**src/rtl/tfn_pkg.sv**
```systemverilog
// Shared constant and width helper for the triangle face normal block.
package tfn_pkg;

    // Width of each normal component on the result ports.
    localparam int OUT_WIDTH = 16;

    // Signed width of one cross product component for a given coordinate width.
    function automatic int cross_width(input int coord_width);
        begin
            cross_width = 2 * coord_width + 3;
        end
    endfunction

endpackage

```
**src/rtl/tfn_cell.sv**
```systemverilog
// One cell of the rounding chain: decides one bit of one normal component.
module tfn_cell #(
    parameter int NORMAL_FRAC_BITS = 14,
    parameter int BIT              = 14,
    parameter int SW               = 102,
    parameter int XW               = 136
) (
    input  logic clk,
    input  logic [SW-1:0] s_in,
    input  logic signed [XW-1:0] d_in,
    input  logic signed [XW-1:0] t_in,
    input  logic [NORMAL_FRAC_BITS:0] q_in,
    input  logic neg_in,
    output logic [SW-1:0] s_out,
    output logic signed [XW-1:0] d_out,
    output logic signed [XW-1:0] t_out,
    output logic [NORMAL_FRAC_BITS:0] q_out,
    output logic neg_out
);
    import tfn_pkg::*;

    localparam int F = NORMAL_FRAC_BITS;

    logic signed [XW-1:0] s_ext;
    logic signed [XW-1:0] trial;
    logic take;

    logic [SW-1:0] s_reg;
    logic signed [XW-1:0] d_reg;
    logic signed [XW-1:0] t_reg;
    logic [F:0] q_reg;
    logic neg_reg;

    // The odd number 2q-1 grows by 2^(BIT+1); its square times s grows by
    // 2^(BIT+2)*t + 2^(2*BIT+2)*s, where t tracks (2q-1)*s.
    assign s_ext = $signed(XW'(s_in));
    assign trial = d_in - ((t_in <<< (BIT + 2)) + (s_ext <<< (2 * BIT + 2)));
    assign take  = !q_in[F] && !trial[XW-1];

    always_ff @(posedge clk)
    begin
        s_reg   <= s_in;
        neg_reg <= neg_in;
        d_reg   <= take ? trial : d_in;
        t_reg   <= take ? (t_in + (s_ext <<< (BIT + 1))) : t_in;
        q_reg   <= take ? (q_in | ((F + 1)'(1) << BIT)) : q_in;
    end

    assign s_out   = s_reg;
    assign d_out   = d_reg;
    assign t_out   = t_reg;
    assign q_out   = q_reg;
    assign neg_out = neg_reg;

endmodule
```
**config.mk**
```make
export PLATFORM = sky130hd
export DESIGN_NAME = tfn_cell
export DESIGN_NICKNAME = d
export VERILOG_FILES = /design/src/rtl/tfn_pkg.sv /design/src/rtl/tfn_cell.sv
export SDC_FILE = /design/constraint.sdc
export NUM_CORES = 1
export LEC_CHECK = 0
export BUFFER_PORTS_ARGS = -buffer_cell sky130_fd_sc_hd__buf_2
export CAP_MARGIN = 25
export CORE_AREA = 5 5 300 302
export CTS_BUF_LIST = sky130_fd_sc_hd__clkbuf_4 sky130_fd_sc_hd__clkbuf_8 sky130_fd_sc_hd__clkbuf_16
export CTS_CLUSTER_SIZE = 10
export DETAILED_ROUTE_END_ITERATION = 10
export DIE_AREA = 0 0 305 307
export GPL_ROUTABILITY_DRIVEN = 0
export HOLD_SLACK_MARGIN = 0.02
export MAX_ROUTING_LAYER = met4
export PLACE_DENSITY = 0.53
export SLEW_MARGIN = 10
export SYNTH_ARGS = -nofsm -noshare
export SYNTH_HDL_FRONTEND = slang
export SYNTH_SLANG_ARGS = --single-unit
export TNS_END_PERCENT = 1
```
**constraint.sdc**
```tcl
create_clock -name clk -period 5.1 [get_ports clk]
set_clock_uncertainty 0.1 [all_clocks]
set_input_delay 1.53 -clock clk [delete_from_list [all_inputs] [get_ports clk]]
set_output_delay 1.53 -clock clk [all_outputs]
set_load 0.02 [all_outputs]
```
* Word-level counts from Yosys, hierarchy flattened
Cells that the tools add are included.
** Cells by class
- Add/sub/neg operators :: 3
- Multipliers :: 0
- Div/mod/pow operators :: 0
- $lt $le $gt $ge :: 0
- Eq/ne operators :: 0
- Shift operators :: 0
- Multiplexer cells :: 2
- Bitwise logic cells :: 0
- Reduce and logical (&&, ||, !) cells :: 3
** Operators by type and width (number)
- $mux W136 :: 2
- $add A136 B118 Y136 :: 1
- $add A136 B133 Y136 :: 1
- $sub A136 B136 Y136 :: 1
- $logic_not A1 Y1 :: 2
- $logic_and A1 B1 Y1 :: 1
** Word-level totals
- Register bits :: 390
- Bits in latches :: 0
- Bits in writable memories :: 0
- ROM bits :: 0
- Output and inout bits :: 390
- Word-level logic and storage cells :: 14
- Memories kept :: 0

* Longest topological paths before layout
- Depth after elaboration :: 5
- Gate-level depth with buffers :: 19
- Mapped depth without buffers :: 15

* Worst setup path before layout
Ideal clock, no wire load.
- Kind :: input to register
- From :: in s_in[18]
- To :: reg d_reg[110] (netlist: d_out[110])
- Arrival :: 4.743 ns
- Setup slack :: 0.130 ns
- Stages on the path :: 17
- Path buffers :: 3
- Cell sequence :: inv_1 -> fa_1 -> ha_1 -> a21oi_1 -> o21ai_0 -> a211o_1 -> a21oi_1 -> a2111o_1 -> o211ai_4 -> a31oi_4 -> mux2i_4 -> buf_4 -> buf_6 -> buf_6 -> nor3_1 -> a21oi_1 -> nand3_1
** Between the ends
- Word-level cells in the longest chain between the ends :: 5
** RTL lines
- start: declaration :: line tfn_cell.sv:9 : input logic [SW-1:0] s_in,
- $add A136 B133 Y136 (*) :: line tfn_cell.sv:37 : assign trial = d_in - ((t_in <<< (BIT + 2)) + (s_ext <<< (2 * BIT + 2)));
- $sub A136 B136 Y136 (*) :: line tfn_cell.sv:37
- $logic_not A1 Y1 :: line tfn_cell.sv:38 : assign take = !q_in[F] && !trial[XW-1];
- $logic_and A1 B1 Y1 :: line tfn_cell.sv:38
- $mux W136 (*) :: line tfn_cell.sv:44 : d_reg <= take ? trial : d_in;
- end signal: assignment :: line tfn_cell.sv:44
- end: declaration :: line tfn_cell.sv:29 : logic signed [XW-1:0] d_reg;
Mark *: on every way between the ends. The rest lies on a longest branch, timed or not.
A chain may end at the register's enable or synchronous reset.

* Worst setup path after layout
- From :: in s_in[4]
- To :: reg t_reg[56] (netlist: t_out[56])
** Between the ends
- Word-level cells in the longest chain between the ends :: 5
- Elaborated cells between the ends (all ways) :: 6
- Those cells by class :: 3 x add/sub; 1 x mux; 2 x reduce/logical
** RTL lines
- $add A136 B133 Y136 :: line tfn_cell.sv:37
- $sub A136 B136 Y136 :: line tfn_cell.sv:37
- $logic_not A1 Y1 :: line tfn_cell.sv:38
- $logic_and A1 B1 Y1 :: line tfn_cell.sv:38
- $mux W136 (*) :: line tfn_cell.sv:45 : t_reg <= take ? (t_in + (s_ext <<< (BIT + 1))) : t_in;
- end signal: assignment :: line tfn_cell.sv:45
- end: declaration :: line tfn_cell.sv:30 : logic signed [XW-1:0] t_reg;
Marks and branches as above.

==> out/qor.csv <==
metric,value,unit
timing.final.crit_share,99.0,%
worst_slew_pin_slew,0.752,ns
drt_first_pass_iters,7,
synth_fa_ha_area_share,18.1,%
clock_tree.root_cell,clkbuf_16,
peakVddDrop,0.000272,V
cts.path.max_buffers,3,
row_count,109,
grt_usage,26.0,%
numCtsBuffers,50,
nNetsFinal,5730,
route.met3.wl,7.81,mm
grt-ovfl-total,0,
avgSynthCellArea,7.92,um2
top_layer,met4,
synth_cell_type_count,85,
first_iter_violations,2492,
final_cell_mix,"buf_2 (780), buf_4 (780), nand2_1 (469), dfxtp_1 (390), a21oi_1 (340)",
critPathRequiredTime,5.48,ns
status,"finished, final reports clean",
fillers,8971,
synth_ff_type,dfxtp_1,
hold_viol,0,
maxSlewViolCount,0,
grt_first_pass_wirelength,185,mm
synth_top_family_by_area,compound AO/OA/AOI/OAI gates,
synth-simple-area-share,15.9,%
multi_input_area,18300,um2
port_buffers,780,
antenna_found_initial,17,
seq_area,7810,um2
drive_gt1_share,34.1,%
critPathMostFrequentCell,buf_4,
critPathCapture,t_out[56],
viasPerCell,5.02,
finalSetupViolations,0,
critPathCaptureType,flip-flop,
synth.area.mux_share,0.398,%
rsz0062_at_grt,true,
wl_met1,53.9,mm
critical_path.slowest_cell,fa_1,
dr_total_vias,31100,
crit_start,s_in[4],
cts.sinks,390,
maxCapViolations,0,
grt_max_degree,53,
yosysTopAreaCell,dfxtp_1,
p_per_area,350,nW/um2
start_util,32.0,%
synthToLayoutAreaGrowth,44.3,%
slowest_delay,0.58,ns
dpl.hpwl,108,mm
die_height,307,um
placement.cell_area,38700,um2
antenna_left,0,
synthTopCellsByArea,"dfxtp_1 (28%), ha_1 (11%), fa_1 (7.4%), nand2_1 (6.3%), a21oi_1 (6.2%)",
core,87400,um2
hold_ws,0.937,ns
cp_data_arrival_time,5.43,ns
fin_area,40300,um2
fin_crit,5.05,ns
synthDominantCellAreaShare,27.9,%
relSlewSlack,49.5,%
wl_per_cell,20.2,um
hold_class,in -> reg,
cts.clk_slew.worst_paths,0.06,ns
path_cells,"buf_2, buf_4, inv_1, fa_1, ha_4, buf_4, buf_4, a21oi_2, o21ai_2, o2111ai_1, nand3_1, buf_4, o21ai_4, o211ai_4, a31oi_4, mux2i_4, buf_12, buf_16, o21ai_0",
drc,0,
htree_levels,2,
die_x,305,um
grt_pass1_vias,30900,
wl_met2,58.8,mm
worstSetupStartpointType,input port,
utilization,46.1,%
yosysSeqAreaShare,27.9,%
synth-edff-count,0,
crit_path_max_fanout,52,
synth_cells,3531,
synth_xor_area_share,7.11,%
worstSetupPathType,in -> reg,
synth_compound_area_share,23.5,%
netlist_area,28000,um2
drt_wl_total,125,mm
pre_cts_slack,-0.835,ns
tritoncts,done,
fmax,0.198,GHz
fin_ws,0.0520,ns
synth_fp_nets,4264,
synth_seq_cells,390,
dieArea,93600,um2
async_reset_ff_share,0,%
ys_warn_count,0,
p_leak,20.1,nW
ios,781,
[cells by family after synthesis]
logic type               count (synthesis)
buffers and inverters                  486
AO/OA/AOI/OAI                         1096
adder cells (fa/ha/maj)                342
flip-flops                             390
AND/OR/NAND/NOR                        981
multiplexers                             9
XOR/XNOR                               227
[through the flow]
step | power (W) | std cells | TNS, ns
after floorplan | 0.00740 | 3531 | 0
after global placement | 0.0107 | 6109 | -155.77
after detailed placement | 0.0107 | 6109 | -163.49
after CTS | 0.0141 | 6181 | -0.00778
after global routing | 0.0149 | 6190 | -2.26
final | 0.0141 | 6190 | 0
[synthesized netlist by cell type (13+ instances only)]
cell,count
o21ai_0,328
nor3_1,53
nand4_1,104
ha_1,239
and3_1,13
fa_1,103
o21a_1,20
nand2b_1,26
clkbuf_1,109
dfxtp_1,390
a21oi_1,345
nand3_1,55
and2_1,14
nand2_1,469
xnor2_1,132
nor2b_1,17
a21o_1,92
inv_1,327
a31oi_1,26
nor2_1,179
buf_2,31
a21boi_0,19
o21bai_1,55
o211ai_1,17
xor2_1,95
o21ai_1,73
[per-layer routing]
metal,global-route usage [%],vias to the layer above
met5,-,-
met2,42.8,1147
li1,-,15200
met3,3.94,235
met1,33.0,14500
met4,8.62,0
[worst max-delay path, delay by kind of cell]
kind | cells | cell delay, ns
AO/OA/AOI/OAI | 7 | 1.25
adder cells (fa/ha/maj) | 2 | 0.80
buffers and inverters | 8 | 1.21
multiplexers | 1 | 0.39
AND/OR/NAND/NOR | 1 | 0.15
[worst min-delay path by stage]
stage | end | depth (start not counted) | slack, ns | from
global placement | d_out[12] | 1 | 1.53 | d_in[12]
global route | q_out[11] | 1 | 0.90 | q_in[11]
finish | q_out[11] | 1 | 0.94 | q_in[11]
floorplan | d_out[2] | 0 | 1.46 | d_in[2]
CTS | q_out[3] | 1 | 0.89 | q_in[3]
detailed placement | q_out[12] | 1 | 1.53 | q_in[12]
[sequential cells by signal (all words and copies together) (netlist names)]
signal / flops
s_out: 102
q_out: 15
t_out: 136
d_out: 136
neg_out: 1
[cell type report]
class / instances / area share [%]
Multi-Input combinational cell: 2655 / 45.5
Timing Repair Buffer: 1573 / 24.8
Sequential cell: 390 / 19.4
Tap cell: 1165 / 3.61
Clock buffer: 60 / 3.38
Inverter: 327 / 3.04
Clock inverter: 12 / 0.261
Antenna cell: 8 / 0.0496
[report_power, final]
group	switching [W]	leakage, nW	total, W	internal [W]
logic	0.00411	16.0	0.00708	0.00296
registers	0.000162	3.29	0.00370	0.00353
clock network	0.00142	0.729	0.00334	0.00192
total	0.00570	20.1	0.0141	0.00842
[repair_timing]
action	4_1_cts	5_1_grt
pin swaps	1	5
gates resized for setup	11	38
setup endpoints to repair	171	170
hold buffers	0	0
setup buffers	0	1
Note: power is estimated with default switching activity, not from simulation.
